<file path="src/hdl/fpr_pkg.sv">
package fpr_pkg;

    // field widths of the transaction payloads
    localparam int PAGE_W = 16;
    localparam int MISS_W = 32;
    localparam int CFG_W  = 5;

    // frame count after reset
    localparam logic [CFG_W-1:0] FRAME_COUNT_RST = 5'd4;

    // input transaction
    typedef struct packed {
        logic [PAGE_W-1:0] page_number;
        logic              sequence_end;
    } t_req;

    // result transaction
    typedef struct packed {
        logic              is_hit;
        logic [PAGE_W-1:0] resident_page;
        logic [MISS_W-1:0] miss_total;
        logic              last_in_list;
    } t_res;

    // controller states
    typedef enum logic [1:0] {
        ST_IDLE,
        ST_SEARCH,
        ST_WRITE,
        ST_LIST
    } t_state;

    // commands from controller to datapath
    typedef struct packed {
        logic load;
        logic rewind;
        logic scan;
        logic set_hit;
        logic write;
        logic emit;
        logic finish;
    } t_cmd;

    // status from datapath to controller
    typedef struct packed {
        logic hit;
        logic miss;
        logic list_done;
    } t_sts;

endpackage

</file>
<file path="src/hdl/fpr_ram.sv">
module fpr_ram #(
    parameter int WIDTH = 16,
    parameter int DEPTH = 16
) (
    input  logic                                     i_clk,
    input  logic                                     i_we,
    input  logic [((DEPTH > 1) ? $clog2(DEPTH) : 1)-1:0] i_waddr,
    input  logic [WIDTH-1:0]                         i_wdata,
    input  logic                                     i_re,
    input  logic [((DEPTH > 1) ? $clog2(DEPTH) : 1)-1:0] i_raddr,
    output logic [WIDTH-1:0]                         o_rdata
);

    logic [WIDTH-1:0] r_mem [DEPTH];
    logic [WIDTH-1:0] r_rdata;

    // one write port, one registered read port
    always_ff @(posedge i_clk) begin
        if (i_we) begin
            r_mem[i_waddr] <= i_wdata;
        end
        if (i_re) begin
            r_rdata <= r_mem[i_raddr];
        end
    end

    assign o_rdata = r_rdata;

endmodule

</file>
<file path="src/hdl/fpr_ctrl.sv">
module fpr_ctrl (
    input  logic          i_clk,
    input  logic          i_rst_n,
    input  logic          start,
    input  fpr_pkg::t_sts i_sts,
    output fpr_pkg::t_cmd o_cmd,
    output logic          busy
);
    import fpr_pkg::*;

    t_state r_state;
    t_state n_state;

    // next state
    always_comb begin
        n_state = r_state;
        case (r_state)
            ST_IDLE: begin
                if (start) begin
                    n_state = ST_SEARCH;
                end
            end
            ST_SEARCH: begin
                if (i_sts.hit) begin
                    n_state = ST_LIST;
                end else if (i_sts.miss) begin
                    n_state = ST_WRITE;
                end
            end
            ST_WRITE: begin
                n_state = ST_LIST;
            end
            ST_LIST: begin
                if (i_sts.list_done) begin
                    n_state = ST_IDLE;
                end
            end
            default: begin
                n_state = ST_IDLE;
            end
        endcase
    end

    // commands
    always_comb begin
        o_cmd = '0;
        case (r_state)
            ST_IDLE: begin
                if (start) begin
                    o_cmd.load   = 1'b1;
                    o_cmd.rewind = 1'b1;
                end
            end
            ST_SEARCH: begin
                o_cmd.scan = 1'b1;
                if (i_sts.hit) begin
                    o_cmd.set_hit = 1'b1;
                    o_cmd.rewind  = 1'b1;
                end
            end
            ST_WRITE: begin
                o_cmd.write  = 1'b1;
                o_cmd.rewind = 1'b1;
            end
            ST_LIST: begin
                o_cmd.scan = 1'b1;
                o_cmd.emit = 1'b1;
                if (i_sts.list_done) begin
                    o_cmd.finish = 1'b1;
                end
            end
            default: begin
                o_cmd = '0;
            end
        endcase
    end

    assign busy = (r_state != ST_IDLE);

    // state register
    always_ff @(posedge i_clk) begin
        if (!i_rst_n) begin
            r_state <= ST_IDLE;
        end else begin
            r_state <= n_state;
        end
    end

    // a miss always writes once and then lists
    a_write_then_list: assert property (@(posedge i_clk) disable iff (!i_rst_n)
        (r_state == ST_WRITE) |=> (r_state == ST_LIST))
        else $error("write state not followed by list state");

endmodule

</file>
<file path="src/hdl/fpr_datapath.sv">
module fpr_datapath #(
    parameter int FRAMES    = 16,
    parameter int PAGE_BITS = 16
) (
    input  logic                         i_clk,
    input  logic                         i_rst_n,
    input  fpr_pkg::t_cmd                i_cmd,
    output fpr_pkg::t_sts                o_sts,
    input  fpr_pkg::t_req                i_req,
    input  logic [fpr_pkg::CFG_W-1:0]    i_frame_count,
    output logic                         o_res_valid,
    output fpr_pkg::t_res                o_res
);
    import fpr_pkg::*;

    localparam int SLOT_W = (FRAMES > 1) ? $clog2(FRAMES) : 1;
    localparam int OCC_W  = $clog2(FRAMES + 1);
    localparam int SUM_W  = OCC_W + 1;

    // slot of the entry ofs places after base, wrapping at FRAMES
    function automatic logic [SLOT_W-1:0] f_slot(input logic [SLOT_W-1:0] base,
                                                 input logic [OCC_W-1:0]  ofs);
        logic [SUM_W-1:0] sum;
        sum = SUM_W'(base) + SUM_W'(ofs);
        if (sum >= SUM_W'(FRAMES)) begin
            sum = sum - SUM_W'(FRAMES);
        end
        return sum[SLOT_W-1:0];
    endfunction

    logic [PAGE_BITS-1:0] r_page;
    logic                 r_end;
    logic                 r_hit;
    logic [SLOT_W-1:0]    r_oldest;
    logic [OCC_W-1:0]     r_occ;
    logic [MISS_W-1:0]    r_miss;
    logic [OCC_W-1:0]     r_idx;
    logic                 r_rvld;
    logic                 r_rlast;

    logic                 n_hit;
    logic [SLOT_W-1:0]    n_oldest;
    logic [OCC_W-1:0]     n_occ;
    logic [MISS_W-1:0]    n_miss;
    logic [OCC_W-1:0]     n_idx;
    logic                 n_rvld;
    logic                 n_rlast;

    logic [PAGE_BITS+PAGE_W-1:0] w_page_ext;
    logic [PAGE_W+PAGE_BITS-1:0] w_res_ext;
    logic [PAGE_BITS-1:0]        w_page;
    logic [PAGE_BITS-1:0]        w_rdata;
    logic [SLOT_W-1:0]           w_raddr;
    logic [SLOT_W-1:0]           w_waddr;
    logic [OCC_W-1:0]            w_limit;
    logic                        w_full;
    logic                        w_re;
    logic                        w_match;

    // page in its stored width
    assign w_page_ext = {{PAGE_BITS{1'b0}}, i_req.page_number};
    assign w_page     = w_page_ext[PAGE_BITS-1:0];

    // frames in use, clamped to 1..FRAMES
    always_comb begin
        if (i_frame_count == '0) begin
            w_limit = OCC_W'(1);
        end else if (32'(i_frame_count) > 32'(FRAMES)) begin
            w_limit = OCC_W'(FRAMES);
        end else begin
            w_limit = OCC_W'(i_frame_count);
        end
    end

    assign w_full  = (r_occ >= w_limit);
    assign w_re    = i_cmd.scan && (r_idx < r_occ);
    assign w_raddr = f_slot(r_oldest, r_idx);
    assign w_waddr = f_slot(r_oldest, r_occ);
    assign w_match = (w_rdata == r_page);

    // page store, walked oldest first
    fpr_ram #(
        .WIDTH (PAGE_BITS),
        .DEPTH (FRAMES)
    ) u_ram (
        .i_clk   (i_clk),
        .i_we    (i_cmd.write),
        .i_waddr (w_waddr),
        .i_wdata (r_page),
        .i_re    (w_re),
        .i_raddr (w_raddr),
        .o_rdata (w_rdata)
    );

    // status back to the controller
    assign o_sts.hit       = r_rvld && w_match;
    assign o_sts.miss      = (r_rvld && !w_match && r_rlast) || (r_occ == '0);
    assign o_sts.list_done = r_rvld && r_rlast;

    // next values of the table and walk state
    always_comb begin
        n_hit    = r_hit;
        n_oldest = r_oldest;
        n_occ    = r_occ;
        n_miss   = r_miss;
        n_idx    = r_idx;
        n_rvld   = r_rvld;
        n_rlast  = r_rlast;
        if (i_cmd.load) begin
            n_hit = 1'b0;
        end
        if (i_cmd.set_hit) begin
            n_hit = 1'b1;
        end
        if (i_cmd.scan) begin
            n_rvld  = w_re;
            n_rlast = (r_idx == (r_occ - OCC_W'(1)));
            if (w_re) begin
                n_idx = r_idx + OCC_W'(1);
            end
        end
        if (i_cmd.rewind) begin
            n_idx   = '0;
            n_rvld  = 1'b0;
            n_rlast = 1'b0;
        end
        // miss: append, or evict the oldest when full
        if (i_cmd.write) begin
            if (w_full) begin
                n_oldest = f_slot(r_oldest, OCC_W'(1));
            end else begin
                n_occ = r_occ + OCC_W'(1);
            end
            if (r_miss != '1) begin
                n_miss = r_miss + MISS_W'(1);
            end
        end
        // end of sequence clears the table and the miss count
        if (i_cmd.finish && r_end) begin
            n_oldest = '0;
            n_occ    = '0;
            n_miss   = '0;
        end
    end

    // control registers
    always_ff @(posedge i_clk) begin
        if (!i_rst_n) begin
            r_hit    <= 1'b0;
            r_oldest <= '0;
            r_occ    <= '0;
            r_miss   <= '0;
            r_idx    <= '0;
            r_rvld   <= 1'b0;
            r_rlast  <= 1'b0;
        end else begin
            r_hit    <= n_hit;
            r_oldest <= n_oldest;
            r_occ    <= n_occ;
            r_miss   <= n_miss;
            r_idx    <= n_idx;
            r_rvld   <= n_rvld;
            r_rlast  <= n_rlast;
        end
    end

    // captured request
    always_ff @(posedge i_clk) begin
        if (i_cmd.load) begin
            r_page <= w_page;
            r_end  <= i_req.sequence_end;
        end
    end

    // result transaction
    assign w_res_ext           = {{PAGE_W{1'b0}}, w_rdata};
    assign o_res_valid         = i_cmd.emit && r_rvld;
    assign o_res.is_hit        = r_hit;
    assign o_res.resident_page = w_res_ext[PAGE_W-1:0];
    assign o_res.miss_total    = r_miss;
    assign o_res.last_in_list  = r_rlast;

    a_occ_range: assert property (@(posedge i_clk) disable iff (!i_rst_n)
        r_occ <= OCC_W'(FRAMES))
        else $error("occupancy above frame count");

    a_oldest_range: assert property (@(posedge i_clk) disable iff (!i_rst_n)
        32'(r_oldest) < 32'(FRAMES))
        else $error("oldest slot out of range");

    a_write_fills: assert property (@(posedge i_clk) disable iff (!i_rst_n)
        i_cmd.write |=> (r_occ != '0))
        else $error("table empty after a miss");

endmodule

</file>
<file path="src/hdl/fifo_page_replacement.sv">
// channel   | direction | transaction at rising edge     | payload
// ----------+-----------+--------------------------------+-------------------------------
// request   | in        | start && !busy                 | i_req (page_number, sequence_end)
// result    | out       | o_res_valid (one cycle, strobe)| o_res (is_hit, resident_page, ...)
// config    | in        | i_cfg_valid && o_cfg_ready     | i_cfg_data (frame_count)
//
// per reference: the search walk reads the stored pages oldest first until a hit or
// the last page (no read if empty), a miss adds a write state, then the listing walk
// reads every resident page and the block returns to idle; both walks share the
// single read port of the page store
// busy is high from the accepted request until the last result has been strobed;
// config is taken only while busy and start are low
// synchronous active-low reset: empty table, zero miss count, frame count 4;
// results cannot be stalled by the receiver
module fifo_page_replacement #(
    parameter int FRAMES    = 16,
    parameter int PAGE_BITS = 16
) (
    input  logic                         i_clk,
    input  logic                         i_rst_n,
    input  logic                         start,
    input  fpr_pkg::t_req                i_req,
    output logic                         busy,
    input  logic                         i_cfg_valid,
    output logic                         o_cfg_ready,
    input  logic [fpr_pkg::CFG_W-1:0]    i_cfg_data,
    output logic                         o_res_valid,
    output fpr_pkg::t_res                o_res
);
    import fpr_pkg::*;

    logic [CFG_W-1:0] r_frame_count;
    t_cmd             w_cmd;
    t_sts             w_sts;

    // configuration register, never alongside a request transaction
    assign o_cfg_ready = !busy && !start;

    always_ff @(posedge i_clk) begin
        if (!i_rst_n) begin
            r_frame_count <= FRAME_COUNT_RST;
        end else if (i_cfg_valid && o_cfg_ready) begin
            r_frame_count <= i_cfg_data;
        end
    end

    // controller
    fpr_ctrl u_ctrl (
        .i_clk   (i_clk),
        .i_rst_n (i_rst_n),
        .start   (start),
        .i_sts   (w_sts),
        .o_cmd   (w_cmd),
        .busy    (busy)
    );

    // datapath
    fpr_datapath #(
        .FRAMES    (FRAMES),
        .PAGE_BITS (PAGE_BITS)
    ) u_datapath (
        .i_clk         (i_clk),
        .i_rst_n       (i_rst_n),
        .i_cmd         (w_cmd),
        .o_sts         (w_sts),
        .i_req         (i_req),
        .i_frame_count (r_frame_count),
        .o_res_valid   (o_res_valid),
        .o_res         (o_res)
    );

endmodule

</file>
<file path="config.mk">
export PLATFORM = sky130hd
export DESIGN_NAME = fifo_page_replacement
export DESIGN_NICKNAME = d
export VERILOG_FILES = /design/src/hdl/fpr_pkg.sv /design/src/hdl/fpr_ram.sv /design/src/hdl/fpr_ctrl.sv /design/src/hdl/fpr_datapath.sv /design/src/hdl/fifo_page_replacement.sv
export SDC_FILE = /design/constraint.sdc
export NUM_CORES = 1
export LEC_CHECK = 0
export ABC_CLOCK_PERIOD_IN_PS = 3620
export BUFFER_PORTS_ARGS = -buffer_cell sky130_fd_sc_hd__buf_4
export CAP_MARGIN = 20
export CELL_PAD_IN_SITES_DETAIL_PLACEMENT = 1
export CELL_PAD_IN_SITES_GLOBAL_PLACEMENT = 1
export CORE_UTILIZATION = 47
export DETAILED_ROUTE_END_ITERATION = 10
export HOLD_SLACK_MARGIN = 0.12
export PLACE_DENSITY_LB_ADDON = 0.12
export SLEW_MARGIN = 0
export SYNTH_ARGS = -nofsm -noshare
export SYNTH_HDL_FRONTEND = slang
export SYNTH_SLANG_ARGS = --single-unit
</file>
<file path="constraint.sdc">
create_clock -name i_clk -period 3.62 [get_ports i_clk]
set_clock_uncertainty 0.05 [all_clocks]
set_input_delay 0.543 -clock i_clk [delete_from_list [all_inputs] [get_ports i_clk]]
set_output_delay 0.543 -clock i_clk [all_outputs]
set_load 0.01 [all_outputs]
</file>
* Word-level counts from Yosys, hierarchy flattened
Memories as Yosys holds them, arrays and structs flattened. A register that Yosys moved wholly into a read port is not among the register bits.
Index checks and enable logic that the tools add are counted.
** Operators by class
- $add $sub $neg :: 10
- Order comparisons :: 6
- Equality and inequality tests :: 9
- Muxes and demuxes :: 23
- Bitwise operators :: 2
- Reduce and logical (&&, ||, !) cells :: 26
** Operators by type and width (count)
- adder 32 x 1 -> 32 bit (second input constant) :: 1
- != test 32 bit (second input constant) :: 1
- == test 16 bit :: 1
- adder 4 x 5 -> 6 bit :: 2
- greater-or-equal comparator 6 x 5 -> 1 bit (second input constant) :: 2
- 2-to-1 mux 2 bit :: 6
- 2-to-1 mux 4 bit :: 3
- subtractor 4 x 1 -> 4 bit (second input constant) :: 3
- adder 5 x 1 -> 5 bit (second input constant) :: 2
- logical NOT 5 bit :: 2
- 2-to-1 mux 1 bit :: 10
- 2-to-1 mux 5 bit :: 2
- logical AND 1 bit :: 9
- one-hot mux 2 bit (4 select lines) :: 1
- AND reduction 2 bit :: 4
- OR reduction 2 bit :: 3
- adder 4 x 1 -> 5 bit (second input constant) :: 1
- == test 5 bit :: 1
- greater-or-equal comparator 5 bit :: 1
- greater-or-equal comparator 5 bit (second input constant) :: 1
- > comparator 5 bit (second input constant) :: 1
- < comparator 5 bit :: 1
- subtractor 5 x 1 -> 5 bit (second input constant) :: 1
- == test 2 bit (second input constant) :: 2
- 11 further kinds :: 15
** Word-level totals
- Register bits after elaboration :: 73
- Bits in writable memories :: 256
- Input port bits :: 26
- Output and inout bits :: 53
- Logic and storage cells :: 88
- Memories kept :: 1
** Memory list
- u_datapath.u_ram.r_mem :: words 16, bits a word 16, read ports 1, clocked after Yosys merged registers in 1, write ports 1, RTL line fpr_ram.sv:14 : logic [WIDTH-1:0] r_mem [DEPTH];

* Depth between registers and ports, before layout
- Depth in word-level cells :: 8
- Gate-level depth with buffers :: 10
- Mapped depth without buffers :: 10

* Modules after synthesis
A second synthesis with hierarchy kept.
** Second synthesis, totals
- Cell total of the unflattened synthesis :: 885
- Area, all modules :: 14363.8 µm²
** Modules (own cells, without submodules)
- fpr_ram :: times used 1, cells an instance 432, area each 10203.5 µm², seq. area each 8167.8 µm²
- fpr_datapath :: times used 1, cells an instance 404, area each 3712.3 µm², seq. area each 1491.4 µm²
- fpr_ctrl :: times used 1, cells an instance 26, area each 227.7 µm², seq. area each 40.0 µm²
- fifo_page_replacement :: times used 1, cells an instance 23, area each 220.2 µm², seq. area each 100.1 µm²

* Worst setup path after synthesis
Ideal clock, no wire load.
- Path kind :: reg2reg
- From :: register u_datapath.r_occ[1]
- To :: register u_datapath.r_idx[1]
- Library setup time :: 0.131 ns
- Arrival :: 3.540 ns
- Data required time :: 3.439 ns
- Slack :: -0.100 ns
- Stages on the path, launching flop included :: 9
- Buffers on the path :: 0
- Clock period less this slack :: 3.720 ns
- Cells stage by stage :: dfxtp_1 -> inv_1 -> ha_1 -> nor2b_1 -> o21ai_0 -> a21oi_1 -> nor4_1 -> mux2i_1 -> nor2_1
** On the way
- Cells in the longest elaborated chain, start to end :: 3
** Ends and longest elaborated chain
- from (decl) :: RTL line fpr_datapath.sv:35 : logic [OCC_W-1:0] r_occ;
- from (signal assigned) :: RTL line fpr_datapath.sv:159 : r_occ <= n_occ;
- < comparator 5 bit :: RTL line fpr_datapath.sv:76 : assign w_re = i_cmd.scan && (r_idx < r_occ);
- logical AND 1 bit :: RTL line fpr_datapath.sv:76
- net u_datapath.u_ram.i_re :: RTL line fpr_ram.sv:9 : input logic i_re,
- AND reduction 2 bit (no line)
- to (signal assigned) :: RTL line fpr_datapath.sv:161 : r_idx <= n_idx;
- to (decl) :: RTL line fpr_datapath.sv:37 : logic [OCC_W-1:0] r_idx;
The timed path passes the listed nets, and every way through them passes these cells.
A chain may end at the register's enable or synchronous reset.

* Final worst setup path
- From :: register u_datapath.r_page[2]
- To :: register u_ctrl.r_state[0]
** On the way
- Cells in the longest elaborated chain, start to end :: 7
- Elaborated cells between the ends (all ways) :: 10
- Classes of those cells :: eq/ne: 2; mux: 2; reduce/logical: 6
** Ends and longest elaborated chain
- from (decl) :: RTL line fpr_datapath.sv:31 : logic [PAGE_BITS-1:0] r_page;
- from (signal assigned) :: RTL line fpr_datapath.sv:170 : r_page <= w_page;
- == test 16 bit * :: RTL line fpr_datapath.sv:79 : assign w_match = (w_rdata == r_page);
- logical NOT 1 bit :: RTL line fpr_datapath.sv:97 : assign o_sts.miss = (r_rvld && !w_match && r_rlast) || (r_occ == '0);
- logical AND 1 bit (2 in a row) :: RTL line fpr_datapath.sv:97
- logical OR 1 bit :: RTL line fpr_datapath.sv:97
- != test 3 x 1 -> 1 bit (no line)
- AND reduction 3 bit (no line)
- to (signal assigned) :: RTL line fpr_ctrl.sv:85 : r_state <= n_state;
- to (decl) :: RTL line fpr_ctrl.sv:11 : t_state r_state;
Mark *: on every way between the ends. The rest lies on a longest branch, timed or not.

==> impl_metrics.json <==
{
  "r2r_slack_ns": 0.70,
  "yosysTopAreaCell": "edfxtp_1",
  "clk_pin_slew_ns": 0.06,
  "gp_congestion": 0.7702,
  "ys_seq_area_share_pct": 68.97,
  "vias": 8011,
  "critical-path-slowest-cell": "edfxtp_1",
  "grt.busiest_layer": "met2",
  "drv_cap": 0,
  "setup_viol": 0,
  "reg2reg_from": "u_datapath.r_page[2]$_DFFE_PP_",
  "synth_most_common_cell": "edfxtp_1",
  "cts_htree_levels": 2,
  "synthCells": 878,
  "min_from": "i_req[9]",
  "post_cts_resized": 0,
  "cts_tree": "done",
  "portBuffers": 78,
  "worstMarginPinSlew_ns": 0.7660,
  "grt_pass1_vias": 8611,
  "ys_top_cells_by_area": "edfxtp_1, mux4_2, dfxtp_1, ha_1, xnor2_1",
  "dieWidth_um": 175.9,
  "cp_data_arrival_time_ns": 3.29,
  "slew_violations": 0,
  "post_cts_buffers": 0,
  "status": "complete, no violations",
  "start_util_pct": 47.81,
  "tns_ns": 0,
  "max_stage_delay_ns": 0.61,
  "syn-num-nets": 932,
  "slew_headroom_pct": 48.93,
  "ir_drop_uv": 393.7,
  "grt_use_total_pct": 22.68,
  "crit_type": "reg2reg",
  "grt_max_degree": 49,
  "regArea_um2": 9799,
  "ys_ff_latch": 345,
  "ios": 79,
  "antenna_found_initial": 2,
  "cp.required_ns": 3.98,
  "clk_path_buf_depth": 3,
  "core_area_um2": 29720,
  "cts_buffers": 38,
  "synth_top_area_share_pct": 61.08,
  "drc": 0,
  "firstDrtPassIters": 4,
  "drive_gt1_share_pct": 24.56,
  "antenna-diode-count": 0,
  "grt_first_pass_wirelength_mm": 51.18,
  "worst_setup_path_end_kind": "register",
  "fmax_ghz": 0.3422,
  "die-area_um2": 30930,
  "fillCellCount": 2749,
  "async_reset_ff_share_pct": 0,
  "drtIter0Drc": 437,
  "std_cell_rows": 63,
  "wirelength_mm": 34.10,
  "cts.sinks": 345,
  "synthesis.area_um2": 14210,
  "vias_per_cell": 5.674,
  "reg2regPathDepth": 6,
  "whs_endpoint": "u_datapath.r_page[8]$_DFFE_PP_",
  "synth_ff_type": "edfxtp_1",
  "overflow": 0,
  "path_max_fanout": 17,
  "powerDensity_nw_per_um2": 580.4,
  "hpwl_mm": 20.76,
  "grtUsageMet3_pct": 3.290,
  "startpoint_type": "register",
  "synth_edf_count": 289,
  "ys_warn_count": 0,
  "grt_use_met2_pct": 38.47,
  "finalCritPeriodShare_pct": 80.73,
  "cts_root_buf": "clkbuf_16",
  "multi_input_area_um2": 4234,
  "wl_per_cell_um": 24.15,
  "leakagePower_nw": 5.688,
  "synth_cell_types": 50,
  "grt_setup_unrepaired": "false",
  "power_w": 0.009737,
  "holdPathStages": 1,
  "ant_nets": 0,
  "avgSynthCellArea_um2": 16.18,
  "clkLatencyLatePin_ns": 0.53,
  "syn_to_final_growth_pct": 18.07,
  "crit_chain": "xor2_1 -> nor4_1 -> nand3_1 -> o41ai_1 -> nor4b_1 -> nor2_1",
  "fin_crit_ns": 2.922,
  "timing.rr.end": "u_ctrl.r_state[0]$_SDFFE_PN0P_",
  "die_height_um": 175.9,
  "met1_usage_pct": 30.38,
  "final_net_count": 1049,
  "hold_violations": 0,
  "hold_path.class": "in2reg",
  "synth_commonest_cells": "edfxtp_1, mux4_2, nor2_1",
  "holdBufCountCts": 5
}
sequential cells by signal (all words and copies together) (netlist names):
name                      count
r_frame_count                 5
u_ctrl.r_state                2
u_datapath.r_end              1
u_datapath.r_hit              1
u_datapath.r_idx              5
u_datapath.r_miss            32
u_datapath.r_occ              5
u_datapath.r_oldest           4
u_datapath.r_page            16
u_datapath.r_rlast            1
u_datapath.r_rvld             1
u_datapath.u_ram.o_rdata     16
u_datapath.u_ram.r_mem      256
power breakdown:
group | internal [W] | switching, W | total (W)
registers | 0.00465 | 0.000253 | 0.00491
logic | 0.000499 | 0.000559 | 0.00106
clock network | 0.00223 | 0.00154 | 0.00377
cells in the final DEF (no fill, tap or decap), types with 10 or more instances in the layout:
cell type and n:
a211oi_1 17, xor2_1 29, dfxtp_1 56, edfxtp_1 289
nor2_1 48, xnor2_1 29, nor2_2 16, clkbuf_16 38
a21oi_1 38, nand4_1 13, nand2_1 30, nand3_1 29
or3_1 13, nor3_1 14, buf_4 103, o21ai_0 12
mux4_2 64, clkbuf_1 10, nor2b_1 20, mux2i_1 19
inv_1 26, ha_1 25
metal layers:
metal	routed length, um	vias up
li1	-	3632
met1	15040	4158
met2	16800	168
met3	1519	53
met4	746	0
met5	0	-
how the worst max path moves through the flow:
| stage | startpoint | endpoint | slack, ns | cells after the start |
|---|---|---|---|---|
| final | u_datapath.r_page[2]$_DFFE_PP_ | u_ctrl.r_state[0]$_SDFFE_PN0P_ | 0.70 | 6 |
| after detailed placement | u_datapath.r_page[2]$_DFFE_PP_ | u_ctrl.r_state[0]$_SDFFE_PN0P_ | 0.76 | 6 |
| after floorplan | u_datapath.r_occ[1]$_SDFFE_PP0P_ | u_datapath.r_idx[1]$_SDFFE_PP0P_ | 0.70 | 8 |
| after global placement | u_datapath.r_oldest[0]$_SDFFE_PP0P_ | u_datapath.u_ram.o_rdata[5]$_DFFE_PP_ | 0.88 | 8 |
| after global routing | u_datapath.r_page[9]$_DFFE_PP_ | u_ctrl.r_state[0]$_SDFFE_PN0P_ | 0.58 | 6 |
| after CTS | u_datapath.r_page[2]$_DFFE_PP_ | u_ctrl.r_state[0]$_SDFFE_PN0P_ | 0.74 | 6 |
critical path: cells and delay by family (launching register included):
family | cells | cell delay, ns
AND/OR/NAND/NOR | 4 | 1.30
flip-flops | 1 | 0.61
AO/OA/AOI/OAI | 1 | 0.57
XOR/XNOR | 1 | 0.26
cell families (layout without fill, tap and decap cells):
group / Yosys count / after routing / share of synthesized area, %
buffers and inverters: 63 / 207 / 1.911
and+or+nand+nor: 210 / 210 / 7.415
AOI/OAI and AO/OA: 89 / 89 / 3.954
DFF: 345 / 345 / 68.97
xor gates and xnor gates: 60 / 60 / 3.698
adders and majority gates: 28 / 28 / 2.571
muxes: 83 / 83 / 11.48
metrics by stage:
step / cells / hold WS, ns / setup WS, ns / utilization (%) / instance area, um^2
3_3_place_gp: 1339 / 0.4057 / 0.8833 / 52.13 / 15490
6_report: 1412 / 0.1380 / 0.6975 / 56.45 / 16780
4_1_cts: 1411 / 0.1212 / 0.7426 / 56.36 / 16750
5_1_grt: 1412 / 0.1218 / 0.5848 / 56.45 / 16780
3_5_place_dp: 1339 / 0.4205 / 0.7554 / 52.13 / 15490
2_1_floorplan: 878 / 0.3939 / 0.7025 / - / 14210
final cells by class:
type                            count  share of cell area, %
Tap cell                          390                  2.909
Clock buffer                       48                  5.892
Sequential cell                   345                  58.41
Timing Repair Buffer              114                  5.668
Inverter                           26                 0.5817
Clock inverter                     19                  1.298
Multi-Input combinational cell    470                  25.24
Note: power is estimated with default switching activity, not from simulation.
